$ cat config.mk
export PLATFORM = sky130hd
export DESIGN_NAME = nerve_stimulation_filter_bank_core
export DESIGN_NICKNAME = d
export VERILOG_FILES = /design/src/rtl/nsfb_pkg.sv /design/src/rtl/nerve_stimulation_filter_bank_core.sv
export SDC_FILE = /design/constraint.sdc
export NUM_CORES = 2
export LEC_CHECK = 0
export BUFFER_PORTS_ARGS = -buffer_cell sky130_fd_sc_hd__buf_4
export CAP_MARGIN = 20
export CELL_PAD_IN_SITES_DETAIL_PLACEMENT = 0
export CELL_PAD_IN_SITES_GLOBAL_PLACEMENT = 1
export CORE_ASPECT_RATIO = 0.9
export CORE_UTILIZATION = 51
export DETAILED_ROUTE_END_ITERATION = 8
export PLACE_DENSITY = 0.8
export SYNTH_ARGS = -nofsm -noshare
export SYNTH_HDL_FRONTEND = slang
export SYNTH_SLANG_ARGS = --single-unit
$ cat constraint.sdc
create_clock -name clk_i -period 14.1 [get_ports clk_i]
set_clock_uncertainty 0.05 [all_clocks]
set_input_delay 1.41 -clock clk_i [delete_from_list [all_inputs] [get_ports clk_i]]
set_output_delay 1.41 -clock clk_i [all_outputs]
set_load 0.005 [all_outputs]
$ cat src/rtl/nsfb_pkg.sv
// Package for the nerve stimulation filter bank: word types, register map,
// reset values and the microcode program of the sequencer. No dependencies.
`timescale 1ns / 1ps

package nsfb_pkg;

  // Input and result words
  typedef struct packed {
    logic signed [15:0] grad_sample;
    logic               waveform_start;
  } in_t;

  typedef struct packed {
    logic signed [31:0] stim_first;
    logic signed [31:0] stim_second;
    logic signed [31:0] stim_third;
  } out_t;

  // Register map (index = paddr[4:2])
  localparam logic [2:0] REG_ALPHA_FIRST  = 3'd0;
  localparam logic [2:0] REG_ALPHA_SECOND = 3'd1;
  localparam logic [2:0] REG_ALPHA_THIRD  = 3'd2;
  localparam logic [2:0] REG_GAIN_FIRST   = 3'd3;
  localparam logic [2:0] REG_GAIN_SECOND  = 3'd4;
  localparam logic [2:0] REG_GAIN_THIRD   = 3'd5;
  localparam logic [2:0] REG_ABS_MODE     = 3'd6;

  localparam logic [15:0] ALPHA_FIRST_RST  = 16'd3121;
  localparam logic [15:0] ALPHA_SECOND_RST = 16'd16384;
  localparam logic [15:0] ALPHA_THIRD_RST  = 16'd218;

  localparam int unsigned FILT_W = 34;

  // Filter select codes
  localparam logic [1:0] FILT_FIRST  = 2'd0;
  localparam logic [1:0] FILT_SECOND = 2'd1;
  localparam logic [1:0] FILT_THIRD  = 2'd2;

  typedef enum logic [1:0] {
    JMP_NEXT,
    JMP_WAIT_IN,
    JMP_WAIT_OUT
  } jump_e;

  // One control word per step
  typedef struct packed {
    jump_e      jump;
    logic       mul_en;
    logic       mul_gain;  // 0: filter coefficient product, 1: output gain product
    logic [1:0] mul_idx;
    logic       upd_en;
    logic [1:0] upd_idx;
    logic       sat_en;
    logic [1:0] sat_idx;
  } ctrl_t;

  localparam int unsigned NUM_STEPS = 8;
  localparam logic [2:0]  LAST_STEP = 3'(NUM_STEPS - 1);

  localparam ctrl_t UCODE [NUM_STEPS] = '{
    '{JMP_WAIT_IN,  1'b0, 1'b0, FILT_FIRST,  1'b0, FILT_FIRST,  1'b0, FILT_FIRST},
    '{JMP_NEXT,     1'b1, 1'b0, FILT_FIRST,  1'b0, FILT_FIRST,  1'b0, FILT_FIRST},
    '{JMP_NEXT,     1'b1, 1'b0, FILT_SECOND, 1'b1, FILT_FIRST,  1'b0, FILT_FIRST},
    '{JMP_NEXT,     1'b1, 1'b0, FILT_THIRD,  1'b1, FILT_SECOND, 1'b0, FILT_FIRST},
    '{JMP_NEXT,     1'b1, 1'b1, FILT_FIRST,  1'b1, FILT_THIRD,  1'b0, FILT_FIRST},
    '{JMP_NEXT,     1'b1, 1'b1, FILT_SECOND, 1'b0, FILT_FIRST,  1'b1, FILT_FIRST},
    '{JMP_NEXT,     1'b1, 1'b1, FILT_THIRD,  1'b0, FILT_FIRST,  1'b1, FILT_SECOND},
    '{JMP_WAIT_OUT, 1'b0, 1'b0, FILT_FIRST,  1'b0, FILT_FIRST,  1'b1, FILT_THIRD}
  };

endpackage

$ cat src/rtl/nerve_stimulation_filter_bank_core.sv
// Sequencing: a new input word is taken only after the last result is loaded:
// an accept cycle plus seven microcode steps, set by the single shared 33x32
// multiplier (six products per word); the last step waits for a free result slot.
// Reset: asynchronous, active low; clears the step counter, the result slot,
// previous sample and filter states, and loads the register reset values.
// Top level of the filter bank; depends on nsfb_pkg.
`timescale 1ns / 1ps

module nerve_stimulation_filter_bank_core (
  input  logic                clk_i,
  input  logic                rst_ni,
  // input channel
  input  logic                in_valid_i,
  output logic                in_ready_o,
  input  nsfb_pkg::in_t       in_data_i,
  // result channel
  output logic                out_valid_o,
  input  logic                out_ready_i,
  output nsfb_pkg::out_t      out_data_o,
  // configuration port
  input  logic                psel,
  input  logic                penable,
  input  logic                pwrite,
  input  logic [4:0]          paddr,
  input  logic [31:0]         pwdata,
  output logic [31:0]         prdata,
  output logic                pready
);

  import nsfb_pkg::*;

  // ------------------------------------------------------------------
  // Configuration registers
  // ------------------------------------------------------------------
  logic [15:0] alpha0_q, alpha1_q, alpha2_q;
  logic [31:0] gain0_q, gain1_q, gain2_q;
  logic        abs_mode_q;
  logic        cfg_wr;
  logic [2:0]  cfg_idx;

  assign pready  = 1'b1;
  assign cfg_idx = paddr[4:2];
  assign cfg_wr  = psel && penable && pwrite;

  always_ff @(posedge clk_i or negedge rst_ni) begin
    if (!rst_ni) begin
      alpha0_q   <= ALPHA_FIRST_RST;
      alpha1_q   <= ALPHA_SECOND_RST;
      alpha2_q   <= ALPHA_THIRD_RST;
      gain0_q    <= '0;
      gain1_q    <= '0;
      gain2_q    <= '0;
      abs_mode_q <= 1'b0;
    end else if (cfg_wr) begin
      case (cfg_idx)
        REG_ALPHA_FIRST:  alpha0_q   <= pwdata[15:0];
        REG_ALPHA_SECOND: alpha1_q   <= pwdata[15:0];
        REG_ALPHA_THIRD:  alpha2_q   <= pwdata[15:0];
        REG_GAIN_FIRST:   gain0_q    <= pwdata;
        REG_GAIN_SECOND:  gain1_q    <= pwdata;
        REG_GAIN_THIRD:   gain2_q    <= pwdata;
        REG_ABS_MODE:     abs_mode_q <= pwdata[0];
        default: ;  // unmapped address: drop the write
      endcase
    end
  end

  always_comb begin
    case (cfg_idx)
      REG_ALPHA_FIRST:  prdata = {16'h0, alpha0_q};
      REG_ALPHA_SECOND: prdata = {16'h0, alpha1_q};
      REG_ALPHA_THIRD:  prdata = {16'h0, alpha2_q};
      REG_GAIN_FIRST:   prdata = gain0_q;
      REG_GAIN_SECOND:  prdata = gain1_q;
      REG_GAIN_THIRD:   prdata = gain2_q;
      REG_ABS_MODE:     prdata = {31'h0, abs_mode_q};
      default:          prdata = '0;
    endcase
  end

  // ------------------------------------------------------------------
  // Sequencer: step counter addresses the microcode table
  // ------------------------------------------------------------------
  logic [2:0] pc_q, pc_d;
  ctrl_t      uc;
  logic       in_acc;
  logic       slot_free;
  logic       out_load;

  assign uc         = UCODE[pc_q];
  assign in_ready_o = (uc.jump == JMP_WAIT_IN);
  assign in_acc     = in_valid_i && in_ready_o;
  // The result slot can take a new word when empty or being drained now.
  assign slot_free  = !out_valid_o || out_ready_i;
  assign out_load   = (uc.jump == JMP_WAIT_OUT) && slot_free;

  always_comb begin
    pc_d = pc_q;
    case (uc.jump)
      JMP_NEXT:     pc_d = pc_q + 3'd1;
      JMP_WAIT_IN:  if (in_valid_i) pc_d = pc_q + 3'd1;
      JMP_WAIT_OUT: if (slot_free) pc_d = '0;
      default:      pc_d = '0;
    endcase
  end

  always_ff @(posedge clk_i or negedge rst_ni) begin
    if (!rst_ni) begin
      pc_q <= '0;
    end else begin
      pc_q <= pc_d;
    end
  end

  // ------------------------------------------------------------------
  // Slew and filter state
  // ------------------------------------------------------------------
  logic signed [15:0]       prev_q;
  logic signed [16:0]       slew_q, slew_d;
  logic signed [FILT_W-1:0] filt0_q, filt1_q, filt2_q;
  logic signed [16:0]       slew_abs;

  // A start word treats the previous sample as zero.
  assign slew_d   = {in_data_i.grad_sample[15], in_data_i.grad_sample}
                  - (in_data_i.waveform_start ? 17'sd0 : {prev_q[15], prev_q});
  assign slew_abs = slew_q[16] ? -slew_q : slew_q;

  // Per-filter selection
  logic signed [FILT_W-1:0] mul_filt, upd_filt;
  logic [15:0]              mul_alpha;
  logic [31:0]              mul_gain;
  logic signed [16:0]       mul_x;

  always_comb begin
    case (uc.mul_idx)
      FILT_SECOND: begin
        mul_filt  = filt1_q;
        mul_alpha = alpha1_q;
        mul_gain  = gain1_q;
        mul_x     = slew_abs;
      end
      FILT_THIRD: begin
        mul_filt  = filt2_q;
        mul_alpha = alpha2_q;
        mul_gain  = gain2_q;
        mul_x     = slew_q;
      end
      default: begin
        mul_filt  = filt0_q;
        mul_alpha = alpha0_q;
        mul_gain  = gain0_q;
        mul_x     = slew_q;
      end
    endcase
    case (uc.upd_idx)
      FILT_SECOND: upd_filt = filt1_q;
      FILT_THIRD:  upd_filt = filt2_q;
      default:     upd_filt = filt0_q;
    endcase
  end

  // ------------------------------------------------------------------
  // Shared multiplier: |operand| * coefficient, sign carried aside
  // ------------------------------------------------------------------
  logic signed [FILT_W-1:0] x_ext, x_q16;
  logic signed [FILT_W:0]   d_full;
  logic [FILT_W:0]          d_mag;
  logic [FILT_W-1:0]        f_mag;
  logic [32:0]              mul_a;
  logic [31:0]              mul_b;
  logic [64:0]              mul_p;
  logic                     mul_neg;
  logic [63:0]              prod_q;
  logic                     neg_q;

  assign x_ext  = {{(FILT_W - 17){mul_x[16]}}, mul_x};
  assign x_q16  = x_ext <<< 16;
  // Target minus state; the state stays within 33 bits so this fits 35.
  assign d_full = {x_q16[FILT_W-1], x_q16} - {mul_filt[FILT_W-1], mul_filt};
  assign d_mag  = d_full[FILT_W] ? -d_full : d_full;
  assign f_mag  = mul_filt[FILT_W-1] ? -mul_filt : mul_filt;

  always_comb begin
    if (uc.mul_gain) begin
      mul_a = {1'b0, f_mag[31:0]};
      mul_b = mul_gain;
      if (abs_mode_q) begin
        mul_neg = 1'b0;
      end else if (uc.mul_idx == FILT_SECOND) begin
        mul_neg = slew_q[16];  // zero slew counts as positive
      end else begin
        mul_neg = mul_filt[FILT_W-1];
      end
    end else begin
      mul_a   = d_mag[32:0];
      mul_b   = {16'h0, mul_alpha};
      mul_neg = d_full[FILT_W];
    end
  end

  assign mul_p = mul_a * mul_b;

  always_ff @(posedge clk_i) begin
    if (uc.mul_en) begin
      prod_q <= mul_p[63:0];
      neg_q  <= mul_neg;
    end
  end

  // Floor of the signed product over 2^16: round the magnitude up when negative.
  logic [49:0]              ceil_sum;
  logic signed [FILT_W-1:0] incr, upd_next;

  assign ceil_sum = {1'b0, prod_q[48:0]} + 50'd65535;
  assign incr     = neg_q ? -FILT_W'(ceil_sum[49:16]) : FILT_W'(prod_q[48:16]);
  assign upd_next = upd_filt + incr;

  always_ff @(posedge clk_i or negedge rst_ni) begin
    if (!rst_ni) begin
      prev_q  <= '0;
      slew_q  <= '0;
      filt0_q <= '0;
      filt1_q <= '0;
      filt2_q <= '0;
    end else if (in_acc) begin
      prev_q <= in_data_i.grad_sample;
      slew_q <= slew_d;
      if (in_data_i.waveform_start) begin
        filt0_q <= '0;
        filt1_q <= '0;
        filt2_q <= '0;
      end
    end else if (uc.upd_en) begin
      case (uc.upd_idx)
        FILT_SECOND: filt1_q <= upd_next;
        FILT_THIRD:  filt2_q <= upd_next;
        default:     filt0_q <= upd_next;
      endcase
    end
  end

  // ------------------------------------------------------------------
  // Scale and saturate: (|state| * gain) >> 24, then apply sign
  // ------------------------------------------------------------------
  logic [39:0]        q_mag;
  logic signed [31:0] sat_val;
  logic signed [31:0] res0_q, res1_q;

  assign q_mag = prod_q[63:24];

  always_comb begin
    if (neg_q) begin
      sat_val = (q_mag > 40'h0080000000) ? 32'sh80000000 : -$signed(q_mag[31:0]);
    end else begin
      sat_val = (q_mag > 40'h007FFFFFFF) ? 32'sh7FFFFFFF : $signed(q_mag[31:0]);
    end
  end

  always_ff @(posedge clk_i) begin
    if (uc.sat_en) begin
      case (uc.sat_idx)
        FILT_FIRST:  res0_q <= sat_val;
        FILT_SECOND: res1_q <= sat_val;
        default: ;  // third result goes straight to the output slot
      endcase
    end
  end

  // ------------------------------------------------------------------
  // Output slot: hold the word until taken
  // ------------------------------------------------------------------
  logic out_valid_q;
  out_t out_q;

  always_ff @(posedge clk_i or negedge rst_ni) begin
    if (!rst_ni) begin
      out_valid_q <= 1'b0;
    end else if (out_load) begin
      out_valid_q <= 1'b1;
    end else if (out_ready_i) begin
      out_valid_q <= 1'b0;
    end
  end

  always_ff @(posedge clk_i) begin
    if (out_load) begin
      out_q.stim_first  <= res0_q;
      out_q.stim_second <= res1_q;
      out_q.stim_third  <= sat_val;
    end
  end

  assign out_valid_o = out_valid_q;
  assign out_data_o  = out_q;

`ifndef SYNTHESIS
  a_accept_starts_program : assert property (@(posedge clk_i) disable iff (!rst_ni)
    in_acc |=> pc_q == 3'd1)
    else $error("program did not start after an accepted word");

  a_hold_on_stall : assert property (@(posedge clk_i) disable iff (!rst_ni)
    (pc_q == LAST_STEP) && out_valid_o && !out_ready_i |=> pc_q == LAST_STEP)
    else $error("last step left while the result slot was full");

  a_load_sets_valid : assert property (@(posedge clk_i) disable iff (!rst_ni)
    out_load |=> out_valid_o)
    else $error("result load did not raise out_valid_o");

  a_filter_range : assert property (@(posedge clk_i) disable iff (!rst_ni)
    (filt0_q[FILT_W-1] == filt0_q[FILT_W-2]) && (filt1_q[FILT_W-1] == filt1_q[FILT_W-2])
    && (filt2_q[FILT_W-1] == filt2_q[FILT_W-2]))
    else $error("filter state left its 33-bit range");
`endif

endmodule

==> out/metrics.yaml <==
timing:
  setup_viol: 0
  hold_viol_final: 0
  slew_headroom_pct: 21.08
  post-route-min-period_ns: 13.47
  rsz0062_at_grt: "false"
  setup_tns_ns: 0
  tightest_slew_ns: 1.169
  fin_crit_sh_pct: 95.52
  max_freq_mhz: 74.25
  slew_violations: 0
placed_design:
  globalplace.congestion: 0.9871
  dpl.hpwl_mm: 164.3
  port_buffers: 188
grt:
  grt_start_max_net_pins: 82
  grt.total_usage_pct: 33.26
  first_global_vias: 51390
  grt_pass1_wl_mm: 315.8
  antenna_found_initial: 8
  gr-total-overflow: 0
routing:
  finalWirelength_mm: 207.1
  ant_nets: 0
  wire_per_inst_um: 23.72
  drc: 0
  viasPerCell: 5.816
  vias: 50770
  firstDrtPassIters: 7
  drt_iter0_drc: 4672
critical_path:
  reg2reg_setup_slack_ns: 0.63
  cp-end-kind: "flip-flop"
  crit_fanout: 23
  crit_top_cell: "fa_1"
  path_class: "reg -> reg"
  cp_num_buf_inv: 10
  cp_top_family: "adder cells"
  crit_path_start_kind: "flip-flop"
  required_ns: 14.47
  cp.arrival_ns: 13.83
  cp_slowest_cell: "fa_1"
  slowest_delay_ns: 0.58
final_layout:
  syn2layout_area_growth_pct: 10.42
  nNetsFinal: 8399
  drive_above_1_share_pct: 12.59
  final_common_cell: "inv_1"
  final_cell_mix: "inv_1, fa_1, nand2_1"
yosys:
  ys_warn_count: 0
  synth-seq-cells: 509
  syn-cell-area_um2: 63550
  synth_cells: 6888
  ys.flop_type: "dfrtp_1"
  synth.distinct_cells: 106
  async_flop_share_pct: 55.80
  avgSynthCellArea_um2: 9.226
  ys_seq_area_share_pct: 21.84
  synth_edf_count: 225
die:
  initial_core_util_pct: 51.52
  die-area_um2: 126000
  io_pins: 192
  fp-row-count: 122
  core_area_um2: 123300
  die_h_um: 336.9
  fp.dieW_um: 374.1
cts:
  cts_tree: "done"
  insertion_delay_ns: 0.67
  clock_sinks: 509
  cts_buffer_depth: 3
  cts_max_level: 2
  cts_root_buf: "clkbuf_16"
  clkTransAtPathRegs_ns: 0.06
  numCtsBuffers: 55
run:
  cap_violations: 0
hold_path:
  min_path_type: "reg -> reg"
run_status:
  outcome: "completed"
-- cell families after synthesis --
family	synth area share [%]
compound gates	10.13
xor+xnor	3.579
fa+ha+maj	35.89
buf+inv	8.389
flops	21.84
mux	4.194
other cells	0.01182
simple gates	15.98
-- flip-flops by register name, summed over array words and instances (netlist names), 32 cells and up --
name        count
out_data_o     96
prod_q         64
filt0_q        34
filt1_q        34
filt2_q        34
gain0_q        32
gain1_q        32
gain2_q        32
res0_q         32
res1_q         32
-- through the flow --
stage / cells / cell area (µm²) / setup WS [ns] / hold slack (ns) / util [%]
2_1_floorplan: 6902 / 63600 / 1.239 / 0.3503 / -
3_3_place_gp: 8619 / 68160 / 0.4199 / 0.3515 / 55.26
3_5_place_dp: 8622 / 68220 / 0.3818 / 0.3545 / 55.31
4_1_cts: 8721 / 70000 / 0.3331 / 0.3457 / 56.75
5_1_grt: 8728 / 70170 / 0.005854 / 0.3592 / 56.89
6_report: 8729 / 70170 / 0.6319 / 0.3450 / 56.89
-- layer usage --
metal  GRT usage (%)  routed length, µm  part of all wire, %  vias to the layer above
li1                -                  -                    -                    22670
met1           45.78              86530                   42                    25510
met2           50.61              89780                   43                     2197
met3           6.539              19000                  9.2                      385
met4           15.80              11730                  5.7                        8
met5               0                 50                0.024                        -
-- worst paths after layout --
kind                            startpoint        endpoint  cells past startpoint
worst max register to register     pc_q[0]      prod_q[56]                     48
max in group asynchronous           rst_ni      filt0_q[2]                      4
min in group asynchronous           rst_ni       prev_q[3]                      1
worst min register to register   res0_q[6]  out_data_o[70]                      0
worst max-delay path               pc_q[0]      prod_q[56]                     48
worst min-delay path             res0_q[6]  out_data_o[70]                      0
-- synth_stat cells, types with 12 or more instances --
cell / n / area (µm²)
clkbuf_1: 298 / 1119
dfrtp_1: 273 / 6832
a31oi_1: 25 / 156.4
o21a_1: 17 / 127.6
a221o_1: 37 / 370.4
o31ai_1: 43 / 322.8
fa_1: 927 / 18560
a21o_1: 79 / 593.1
nand3_1: 97 / 485.5
a22oi_1: 56 / 420.4
or2_2: 42 / 262.8
a221oi_1: 38 / 332.8
buf_2: 22 / 110.1
nor3_1: 93 / 465.5
xor2_1: 75 / 656.9
nand2_1: 870 / 3266
nor4_1: 31 / 193.9
xnor2_1: 177 / 1550
and2_1: 43 / 269.0
a22o_1: 14 / 122.6
or4_1: 12 / 90.09
o21bai_1: 23 / 172.7
o311ai_0: 27 / 236.5
mux2i_1: 66 / 660.6
o21ai_1: 12 / 60.06
nor2b_1: 40 / 250.2
mux2_2: 166 / 1869
edfxtp_1: 225 / 6756
buf_1: 35 / 131.4
nand4_1: 22 / 137.6
and3_1: 35 / 219.0
o211ai_1: 17 / 127.6
nand2b_1: 112 / 700.7
ha_1: 337 / 4217
o22ai_1: 30 / 187.7
o21ai_0: 207 / 1036
or3_1: 51 / 319.1
inv_1: 1019 / 3825
o41ai_1: 12 / 105.1
a211oi_1: 13 / 97.59
a21oi_1: 180 / 900.9
nor2_1: 773 / 2902
-- final cells by class --
cell class / count / area [µm²]
diodes: 1 / 2.502
clock buffers: 73 / 1545
clock inverters: 26 / 230.2
fillers: 11180 / 53170
inverters: 1022 / 3836
multi-input cells: 5001 / 44750
flip-flops and latches: 509 / 13880
well taps: 1612 / 2017
repair buffers: 485 / 3916
-- what timing repair did --
| action | in CTS | in global routing |
|---|---|---|
| hold buffers | 0 | 0 |
| resized for setup | 0 | 14 |
| buffers inserted | 0 | 4 |
| endpoints found under the setup margin | 0 | 16 |
Power is left out: the tool's default activity adds up to more than one toggle a clock period on the data nets, which glitch-free logic cannot reach.
